===== src/rtl/rpmc_pkg.sv =====
// Package for the ramped position move controller: widths, codes, item/state types
// and the reciprocal constant for the per-tick velocity step.
// No dependencies.
`default_nettype none

package rpmc_pkg;

   localparam int DATA_W     = 32;
   localparam int SPEED_W    = 21;
   localparam int VEL_W      = SPEED_W + 1;
   localparam int ADDR_W     = 3;
   localparam int ERR_W      = DATA_W + 1;

   // ticks per second of the position loop
   localparam int CONTROL_RATE = 20;

   // goal_speed / CONTROL_RATE as a multiply by a rounded-up reciprocal; exact for
   // goal_speed < 2**SPEED_W and CONTROL_RATE <= 1000
   localparam int STEP_SHIFT  = 31;
   localparam int STEP_MULT_W = STEP_SHIFT + 1;
   localparam longint unsigned STEP_MULT =
      ((64'd1 << STEP_SHIFT) + CONTROL_RATE - 1) / CONTROL_RATE;
   localparam int PROD_W = SPEED_W + STEP_MULT_W;

   localparam logic [SPEED_W-1:0] SPEED_LIMIT_RESET      = SPEED_W'(16384);
   localparam logic [SPEED_W-1:0] ARRIVE_TOLERANCE_RESET = SPEED_W'(328);

   localparam logic [DATA_W-1:0] DATA_MIN = {1'b1, {(DATA_W-1){1'b0}}};
   localparam logic [DATA_W-1:0] DATA_MAX = {1'b0, {(DATA_W-1){1'b1}}};

   typedef enum logic [1:0] {
      OP_GOAL   = 2'd0,
      OP_MANUAL = 2'd1,
      OP_TICK   = 2'd2,
      OP_CANCEL = 2'd3
   } op_type;

   typedef enum logic [1:0] {
      STATUS_MOVING    = 2'd0,
      STATUS_SUCCEEDED = 2'd1,
      STATUS_CANCELLED = 2'd2
   } status_type;

   typedef enum logic [1:0] {
      DIR_ZERO = 2'b00,
      DIR_POS  = 2'b01
   } dir_type;

   // selected by paddr[2]
   typedef enum logic {
      REG_SPEED_LIMIT      = 1'b0,
      REG_ARRIVE_TOLERANCE = 1'b1
   } reg_sel_type;

   typedef struct packed {
      op_type              op;
      logic [DATA_W-1:0]   target_position;
      logic [DATA_W-1:0]   move_speed;
      logic [1:0]          manual_direction;
      logic [DATA_W-1:0]   measured_position;
      logic                position_valid;
   } item_type;

   typedef struct packed {
      logic                moving;
      logic [VEL_W-1:0]    velocity;
      logic [SPEED_W-1:0]  goal_speed;
      logic [SPEED_W-1:0]  goal_step;
      logic [DATA_W-1:0]   goal_position;
   } ctrl_state_type;

   typedef struct packed {
      logic                valid;
      logic [DATA_W-1:0]   velocity_command;
      status_type          move_status;
   } result_type;

endpackage

`default_nettype wire


===== src/rtl/ramped_position_move_controller.sv =====
// Top level of the ramped point-to-point position controller: input register,
// controller state, result register and the APB register file.
// Depends on rpmc_pkg and rpmc_step.
//
//   channel | direction | handshake                 | payload
//   req     | in        | req_valid / req_stall     | op, positions, speed, direction, fix
//   rsp     | out       | rsp_valid / rsp_stall     | velocity_command, move_status
//   csr     | in/out    | psel/penable/pwrite/pready| paddr, pwdata, prdata
//
// One transaction per cycle unless rsp_stall holds the output; a request goes through the
// input register, then the single-pass update into the result register that offers it.
// The only loop is the state update, closed combinationally by rpmc_step.
// Reset is synchronous: it clears the move state and restores the register defaults.
// rsp_stall with a result pending holds a full input register and raises req_stall.
`default_nettype none

module ramped_position_move_controller (
   input  logic                               clock,
   input  logic                               reset,

   input  logic                               req_valid,
   output logic                               req_stall,
   input  logic [1:0]                         req_op,
   input  logic signed [rpmc_pkg::DATA_W-1:0] req_target_position,
   input  logic signed [rpmc_pkg::DATA_W-1:0] req_move_speed,
   input  logic signed [1:0]                  req_manual_direction,
   input  logic signed [rpmc_pkg::DATA_W-1:0] req_measured_position,
   input  logic                               req_position_valid,

   output logic                               rsp_valid,
   input  logic                               rsp_stall,
   output logic signed [rpmc_pkg::DATA_W-1:0] rsp_velocity_command,
   output logic [1:0]                         rsp_move_status,

   input  logic                               psel,
   input  logic                               penable,
   input  logic                               pwrite,
   input  logic [rpmc_pkg::ADDR_W-1:0]        paddr,
   input  logic [rpmc_pkg::DATA_W-1:0]        pwdata,
   output logic [rpmc_pkg::DATA_W-1:0]        prdata,
   output logic                               pready
);
   import rpmc_pkg::*;

   item_type             req_item;
   item_type             item_ff;
   logic                 item_valid_ff;
   ctrl_state_type       state_ff;
   ctrl_state_type       state_in;
   result_type           result;
   logic                 rsp_valid_ff;
   logic [DATA_W-1:0]    rsp_velocity_ff;
   status_type           rsp_status_ff;
   logic [SPEED_W-1:0]   speed_limit_ff;
   logic [SPEED_W-1:0]   arrive_tolerance_ff;
   logic                 out_blocked;
   logic                 fire;
   logic                 csr_write;
   reg_sel_type          reg_sel;

   assign req_item.op                = op_type'(req_op);
   assign req_item.target_position   = req_target_position;
   assign req_item.move_speed        = req_move_speed;
   assign req_item.manual_direction  = req_manual_direction;
   assign req_item.measured_position = req_measured_position;
   assign req_item.position_valid    = req_position_valid;

   assign out_blocked = rsp_valid_ff && rsp_stall;
   assign req_stall   = item_valid_ff && out_blocked;
   assign fire        = item_valid_ff && !out_blocked;

   always_ff @(posedge clock) begin
      if (reset) begin
         item_valid_ff <= 1'b0;
      end else if (!req_stall) begin
         item_valid_ff <= req_valid;
      end
   end

   always_ff @(posedge clock) begin
      if (req_valid && !req_stall) begin
         item_ff <= req_item;
      end
   end

   rpmc_step u_step (
      .item             (item_ff),
      .state            (state_ff),
      .speed_limit      (speed_limit_ff),
      .arrive_tolerance (arrive_tolerance_ff),
      .state_in         (state_in),
      .result           (result)
   );

   always_ff @(posedge clock) begin
      if (reset) begin
         state_ff <= '0;
      end else if (fire) begin
         state_ff <= state_in;
      end
   end

   always_ff @(posedge clock) begin
      if (reset) begin
         rsp_valid_ff <= 1'b0;
      end else if (fire && result.valid) begin
         rsp_valid_ff <= 1'b1;
      end else if (!rsp_stall) begin
         rsp_valid_ff <= 1'b0;
      end
   end

   always_ff @(posedge clock) begin
      if (fire && result.valid) begin
         rsp_velocity_ff <= result.velocity_command;
         rsp_status_ff   <= result.move_status;
      end
   end

   assign rsp_valid            = rsp_valid_ff;
   assign rsp_velocity_command = rsp_velocity_ff;
   assign rsp_move_status      = rsp_status_ff;

   // register file; byte lanes below bit 2 are ignored
   assign pready    = 1'b1;
   assign csr_write = psel && penable && pwrite;
   assign reg_sel   = reg_sel_type'(paddr[2]);

   always_ff @(posedge clock) begin
      if (reset) begin
         speed_limit_ff      <= SPEED_LIMIT_RESET;
         arrive_tolerance_ff <= ARRIVE_TOLERANCE_RESET;
      end else if (csr_write) begin
         case (reg_sel)
            REG_SPEED_LIMIT:      speed_limit_ff      <= pwdata[SPEED_W-1:0];
            REG_ARRIVE_TOLERANCE: arrive_tolerance_ff <= pwdata[SPEED_W-1:0];
            default:              speed_limit_ff      <= speed_limit_ff;
         endcase
      end
   end

   always_comb begin
      case (reg_sel)
         REG_SPEED_LIMIT:      prdata = DATA_W'(speed_limit_ff);
         REG_ARRIVE_TOLERANCE: prdata = DATA_W'(arrive_tolerance_ff);
         default:              prdata = '0;
      endcase
   end

`ifndef SYNTHESIS
   // any residual velocity belongs to an open move
   a_velocity_needs_move: assert property (@(posedge clock) disable iff (reset)
      (state_ff.velocity != '0) |-> state_ff.moving)
      else $error("velocity held while no move is open");

   // ramp and error tracking never exceed the goal speed
   a_velocity_bounded: assert property (@(posedge clock) disable iff (reset)
      ($signed(state_ff.velocity) <= $signed({1'b0, state_ff.goal_speed})) &&
      ($signed(state_ff.velocity) >= -$signed({1'b0, state_ff.goal_speed})))
      else $error("stored velocity outside goal speed");

   a_cancel_zero: assert property (@(posedge clock) disable iff (reset)
      (rsp_valid && (rsp_move_status == STATUS_CANCELLED)) |-> (rsp_velocity_command == '0))
      else $error("cancel transaction with nonzero velocity");

   a_moving_result_keeps_move: assert property (@(posedge clock) disable iff (reset)
      (fire && result.valid && (result.move_status == STATUS_MOVING)) |=> state_ff.moving)
      else $error("moving status reported but move closed");
`endif

endmodule

`default_nettype wire


===== src/rtl/rpmc_step.sv =====
// Combinational update of the controller for one transaction: next state and result.
// Depends on rpmc_pkg.
`default_nettype none

module rpmc_step (
   input  rpmc_pkg::item_type                item,
   input  rpmc_pkg::ctrl_state_type          state,
   input  logic [rpmc_pkg::SPEED_W-1:0]      speed_limit,
   input  logic [rpmc_pkg::SPEED_W-1:0]      arrive_tolerance,
   output rpmc_pkg::ctrl_state_type          state_in,
   output rpmc_pkg::result_type              result
);
   import rpmc_pkg::*;

   localparam logic [STEP_MULT_W-1:0] STEP_MULT_VEC = STEP_MULT[STEP_MULT_W-1:0];

   // goal start
   logic [DATA_W-1:0]   speed_neg;
   logic [DATA_W-2:0]   speed_mag;
   logic [SPEED_W-1:0]  new_speed;
   logic [PROD_W-1:0]   step_prod;
   logic [SPEED_W-1:0]  new_step;

   // position tick
   logic [ERR_W-1:0]    err;
   logic [ERR_W-1:0]    abs_err;
   logic                far;
   logic                near;
   logic [VEL_W:0]      vel_ext;
   logic [VEL_W:0]      step_ext;
   logic [VEL_W:0]      ramp;
   logic [VEL_W:0]      abs_ramp;
   logic [VEL_W-1:0]    speed_ext;
   logic [VEL_W-1:0]    ramp_vel;
   logic [VEL_W-1:0]    tick_vel;

   // manual command
   logic [DATA_W-1:0]   manual_vel;

   always_comb begin
      speed_neg = DATA_W'(0) - item.move_speed;
      if (!item.move_speed[DATA_W-1]) begin
         speed_mag = item.move_speed[DATA_W-2:0];
      end else if (speed_neg[DATA_W-1]) begin
         speed_mag = '1;   // most negative input saturates
      end else begin
         speed_mag = speed_neg[DATA_W-2:0];
      end
      new_speed = (speed_mag > (DATA_W-1)'(speed_limit)) ? '0 : speed_mag[SPEED_W-1:0];
      step_prod = PROD_W'(new_speed) * PROD_W'(STEP_MULT_VEC);
      new_step  = step_prod[STEP_SHIFT +: SPEED_W];
   end

   always_comb begin
      err = {state.goal_position[DATA_W-1], state.goal_position}
          - {item.measured_position[DATA_W-1], item.measured_position};
      abs_err = err[ERR_W-1] ? (ERR_W'(0) - err) : err;
      far  = abs_err > ERR_W'(state.goal_speed);
      near = abs_err < ERR_W'(arrive_tolerance);

      vel_ext   = {state.velocity[VEL_W-1], state.velocity};
      step_ext  = (VEL_W+1)'(state.goal_step);
      ramp      = err[ERR_W-1] ? (vel_ext - step_ext) : (vel_ext + step_ext);
      abs_ramp  = ramp[VEL_W] ? ((VEL_W+1)'(0) - ramp) : ramp;
      speed_ext = VEL_W'(state.goal_speed);
      if (abs_ramp > (VEL_W+1)'(state.goal_speed)) begin
         ramp_vel = err[ERR_W-1] ? (VEL_W'(0) - speed_ext) : speed_ext;
      end else begin
         ramp_vel = ramp[VEL_W-1:0];
      end

      // |err| <= goal_speed when not far, so the low bits hold it exactly
      if (near) begin
         tick_vel = '0;
      end else if (far) begin
         tick_vel = ramp_vel;
      end else begin
         tick_vel = err[VEL_W-1:0];
      end
   end

   always_comb begin
      case (item.manual_direction)
         DIR_POS:  manual_vel = item.move_speed;
         DIR_ZERO: manual_vel = '0;
         default:  manual_vel = (item.move_speed == DATA_MIN) ? DATA_MAX : speed_neg;
      endcase
   end

   always_comb begin
      state_in                = state;
      result.valid            = 1'b0;
      result.velocity_command = '0;
      result.move_status      = STATUS_MOVING;
      case (item.op)
         OP_GOAL: begin
            state_in.moving        = 1'b1;
            state_in.velocity      = '0;
            state_in.goal_speed    = new_speed;
            state_in.goal_step     = new_step;
            state_in.goal_position = item.target_position;
         end
         OP_MANUAL: begin
            state_in.moving         = 1'b0;
            state_in.velocity       = '0;
            result.valid            = 1'b1;
            result.velocity_command = manual_vel;
            result.move_status      = STATUS_SUCCEEDED;
         end
         OP_TICK: begin
            if (item.position_valid && state.moving) begin
               state_in.velocity       = tick_vel;
               state_in.moving         = !near;
               result.valid            = 1'b1;
               result.velocity_command = {{(DATA_W-VEL_W){tick_vel[VEL_W-1]}}, tick_vel};
               result.move_status      = near ? STATUS_SUCCEEDED : STATUS_MOVING;
            end
         end
         OP_CANCEL: begin
            if (state.moving) begin
               state_in.moving    = 1'b0;
               state_in.velocity  = '0;
               result.valid       = 1'b1;
               result.move_status = STATUS_CANCELLED;
            end
         end
         default: begin
            state_in = state;
         end
      endcase
   end

endmodule

`default_nettype wire


===== config.mk =====
export PLATFORM = sky130hd
export DESIGN_NAME = ramped_position_move_controller
export DESIGN_NICKNAME = d
export VERILOG_FILES = /design/src/rtl/rpmc_pkg.sv /design/src/rtl/ramped_position_move_controller.sv /design/src/rtl/rpmc_step.sv
export SDC_FILE = /design/constraint.sdc
export NUM_CORES = 1
export LEC_CHECK = 0
export BUFFER_PORTS_ARGS = -buffer_cell sky130_fd_sc_hd__buf_4
export CAP_MARGIN = 5
export CORE_MARGIN = 5
export CORE_UTILIZATION = 35
export DETAILED_ROUTE_END_ITERATION = 8
export MAX_ROUTING_LAYER = met4
export PLACE_DENSITY = 0.53
export SYNTH_ARGS = -nofsm -noshare
export SYNTH_HDL_FRONTEND = slang
export SYNTH_SLANG_ARGS = --single-unit

===== constraint.sdc =====
create_clock -name clock -period 13.76 [get_ports clock]
set_input_delay 2.752 -clock clock [delete_from_list [all_inputs] [get_ports clock]]
set_output_delay 2.752 -clock clock [all_outputs]
set_load 0.01 [all_outputs]

==> metrics <==
Synth async-reset ratio 0%; Overall Power between 2 and 2.5 mW; Site Rows 100; Final #Nets around 3,800; area grow syn2layout 15.9%; ANT nets after route 0; worst path required time 14.21 ns; chip height 283 µm; DR vias 22,120; R2R Path Start item_ff[48]; Critical R2R Capture state_ff[48]; die area about 80,000 µm²; vias in the first global route 21,025; HP Start speed_limit_ff[2]; Mapped Avg Cell Area a little under 9 µm²; cell leakage power ~14 nW; Max clock buf depth 3; P_sw roughly 0.64 mW; highest-delay cell along the critical path fa_1; CTS H-tree depth 2; Fmax 76.0 MHz; post-synthesis sequential area ratio 26.1%; Logic pwr share about 17%; worst r2r path cells slightly above 50; critical setup path kind flop to flop; startpoint types flop; fin crit share between 90 and 100%; Worst Hold Path EP speed_limit_ff[2]; final hold vios 0; Core ar. ~74,000 µm²; Pint between 1.5 and 2 mW; Pre-antenna DRT Iters 5; Tmin final 13.17 ns; Top FF cell, synth dfxtp_1; Crit. End Element flop; WHS Path Cells 2; Final Hold Slack 0.453 ns; # Post-CTS Setup Buffers 0; Ports 212; IO Port Bufs around 190; n_diodes 0; global-route wire length before repair ~130,000 µm; Wirelength per Cell approximately 20 µm; largest net degree at the start of global routing 76; Reg clk slew, reported paths about 0.07 ns; switching share of power 29.0%; clock latency at the later pin of the worst-skew pair 0.57 ns; Clock Power Share a little over two fifths; Root Buffer clkbuf_16; Chip Width between 200 and 300 µm; status complete, no violations; Hold Crit Class flop to flop; WL final 83,800 µm; endpoints failing setup 0; CTS tree done; Detail Placement HPWL between 60,000 and 70,000 µm; DRC Markers 0; synthesis-stage register bit count approximately 270; Worst-Margin Slew 1.25 ns; Slew headroom between 15 and 20%; Yosys Warn Count 0; grt total ovfl 0; initial antenna violation count 1; CTS Sinks 272; TritonCTS Buffers 36; synth unique cells 90; Mapped Area between 20,000 and 30,000 µm²; Reg power frac between 40% and 50%; filler instances roughly 7,600; cell mode on critical path fa_1; gpl congestion 0.956; Final Max Tran Viols 0; Gate Count Post-Synth around 3,000; CP arrival 13.62 ns; share of cells above drive strength 1 roughly an eighth; starting density of the core a little over a third; Avg Vias per Cell roughly 5.3; VDD IR max between 60 and 70 µV; skew final 0.0338 ns; most frequent cells in the layout inv_1 (364), nand2_1 (353), ha_1 (325); GRT Overall Usage 21.3%; number of flops mapped to enable cells by yosys around 140; Largest stage delay, worst path roughly 0.58 ns; R2R Setup Slk between 0.5 and 0.6 ns; max_cap viols 0; most common cell after layout, fill and taps aside inv_1; 1st-iter DRT viols roughly 1,700; end-of-flow core utilization about two fifths; worst-path fanout max 22; P per Cell Area 73.2 nW/µm²
-- through the flow --
| step | instances | worst slack, ns | cell area (µm²) | TNS [ns] |
|---|---|---|---|---|
| global route | 4177 | -0.0173 | 30200 | -0.0173 |
| detailed placement | 4110 | 0.533 | 29000 | 0 |
| floorplan | 2975 | 1.41 | 26100 | 0 |
| global placement | 4110 | 0.494 | 29000 | 0 |
| CTS | 4176 | 0.429 | 30100 | 0 |
| finish | 4177 | 0.594 | 30200 | 0 |
-- power groups by stage --
stage	clock network, mW	logic [mW]	registers [mW]
6_report	0.931	0.384	0.894
5_1_grt	0.992	0.421	0.896
4_1_cts	0.956	0.380	0.894
3_5_place_dp	0	0.378	0.911
3_3_place_gp	0	0.376	0.911
2_1_floorplan	0	0.229	0.905
-- worst max-delay path: cells and delay by family, from the launching register on --
kind | cells | cell delay, ns
compound gates | 19 | 3.64
fa+ha+maj | 9 | 4.20
xor+xnor | 1 | 0.08
buf+inv | 6 | 0.77
simple gates | 16 | 3.84
flops | 1 | 0.45
-- kinds of logic (layout without fill, tap and decap cells) --
kind of cell | Yosys count | count (layout) | synth area share [%]
AND/OR/NAND/NOR | 817 | 817 | 15.1
AO/OA/AOI/OAI | 716 | 716 | 17.7
buffers and inverters | 497 | 730 | 7.46
adder cells (fa/ha/maj) | 472 | 472 | 26.9
flip-flops | 272 | 272 | 26.1
XOR/XNOR | 136 | 136 | 4.58
multiplexers | 53 | 53 | 2.08
other | 2 | 12 | 0.0289
-- registers in the layout (all words and copies together), names as in the netlist --
register,flops
speed_limit_ff,21
arrive_tolerance_ff,21
rsp_velocity_command,32
item_ff,101
item_valid_ff,1
rsp_move_status,2
state_ff,93
rsp_valid,1
-- final cells by class --
class                   instances  area [µm²]  area share (%)
multi-input cells            2206       17400            57.6
flip-flops and latches        272        6800            22.5
repair buffers                300        2260            7.50
inverters                     364        1370            4.53
well taps                     969        1210            4.02
clock buffers                  48         976            3.24
clock inverters                18         188           0.622
-- cells in the mapped netlist, drive strengths merged, types with 22 or more instances --
master | instances | area share (%)
a32o | 22 | 0.85
o22ai | 22 | 0.53
inv | 364 | 5.3
nor2 | 130 | 1.9
dfxtp | 137 | 11
fa | 147 | 11
buf | 34 | 0.77
clkbuf | 99 | 1.4
nor3 | 50 | 1.0
and2 | 38 | 0.91
nand3 | 38 | 0.73
nor2b | 23 | 0.55
nand2 | 355 | 5.1
xor2 | 52 | 1.8
edfxtp | 135 | 16
o21a | 31 | 0.89
a21o | 50 | 1.4
or3 | 24 | 0.62
o21ai | 193 | 3.7
a21oi | 186 | 3.6
ha | 325 | 16
xnor2 | 84 | 2.8
a31oi | 22 | 0.53
nand4 | 40 | 0.96
mux2i | 45 | 1.7
-- worst max-delay path by stage --
stage	start	endpoint	slack (ns)	cells after the start
floorplan	item_ff[49]	state_ff[48]	1.41	46
global placement	item_ff[48]	state_ff[48]	0.49	43
detailed placement	item_ff[49]	state_ff[48]	0.53	44
CTS	item_ff[48]	state_ff[48]	0.43	43
global route	item_ff[49]	state_ff[48]	-0.02	53
finish	item_ff[48]	state_ff[48]	0.59	51
-- timing repair --
item / 4_1_cts / 5_1_grt
endpoints found under the setup margin: 0 / 4
gates resized for setup: 0 / 5
hold buffers: 0 / 0
hold endpoints to repair: 0 / 0
-- layer usage --
metal | routed length [µm] | global-route usage (%) | share of wire (%)
met1 | 38800 | 29.6 | 46
met3 | 3800 | 2.03 | 4.5
met4 | 1450 | 3.99 | 1.7
met2 | 39700 | 34.2 | 47
met5 | 0 | - | 0
No activity file was read; power rests on OpenSTA's default activity.
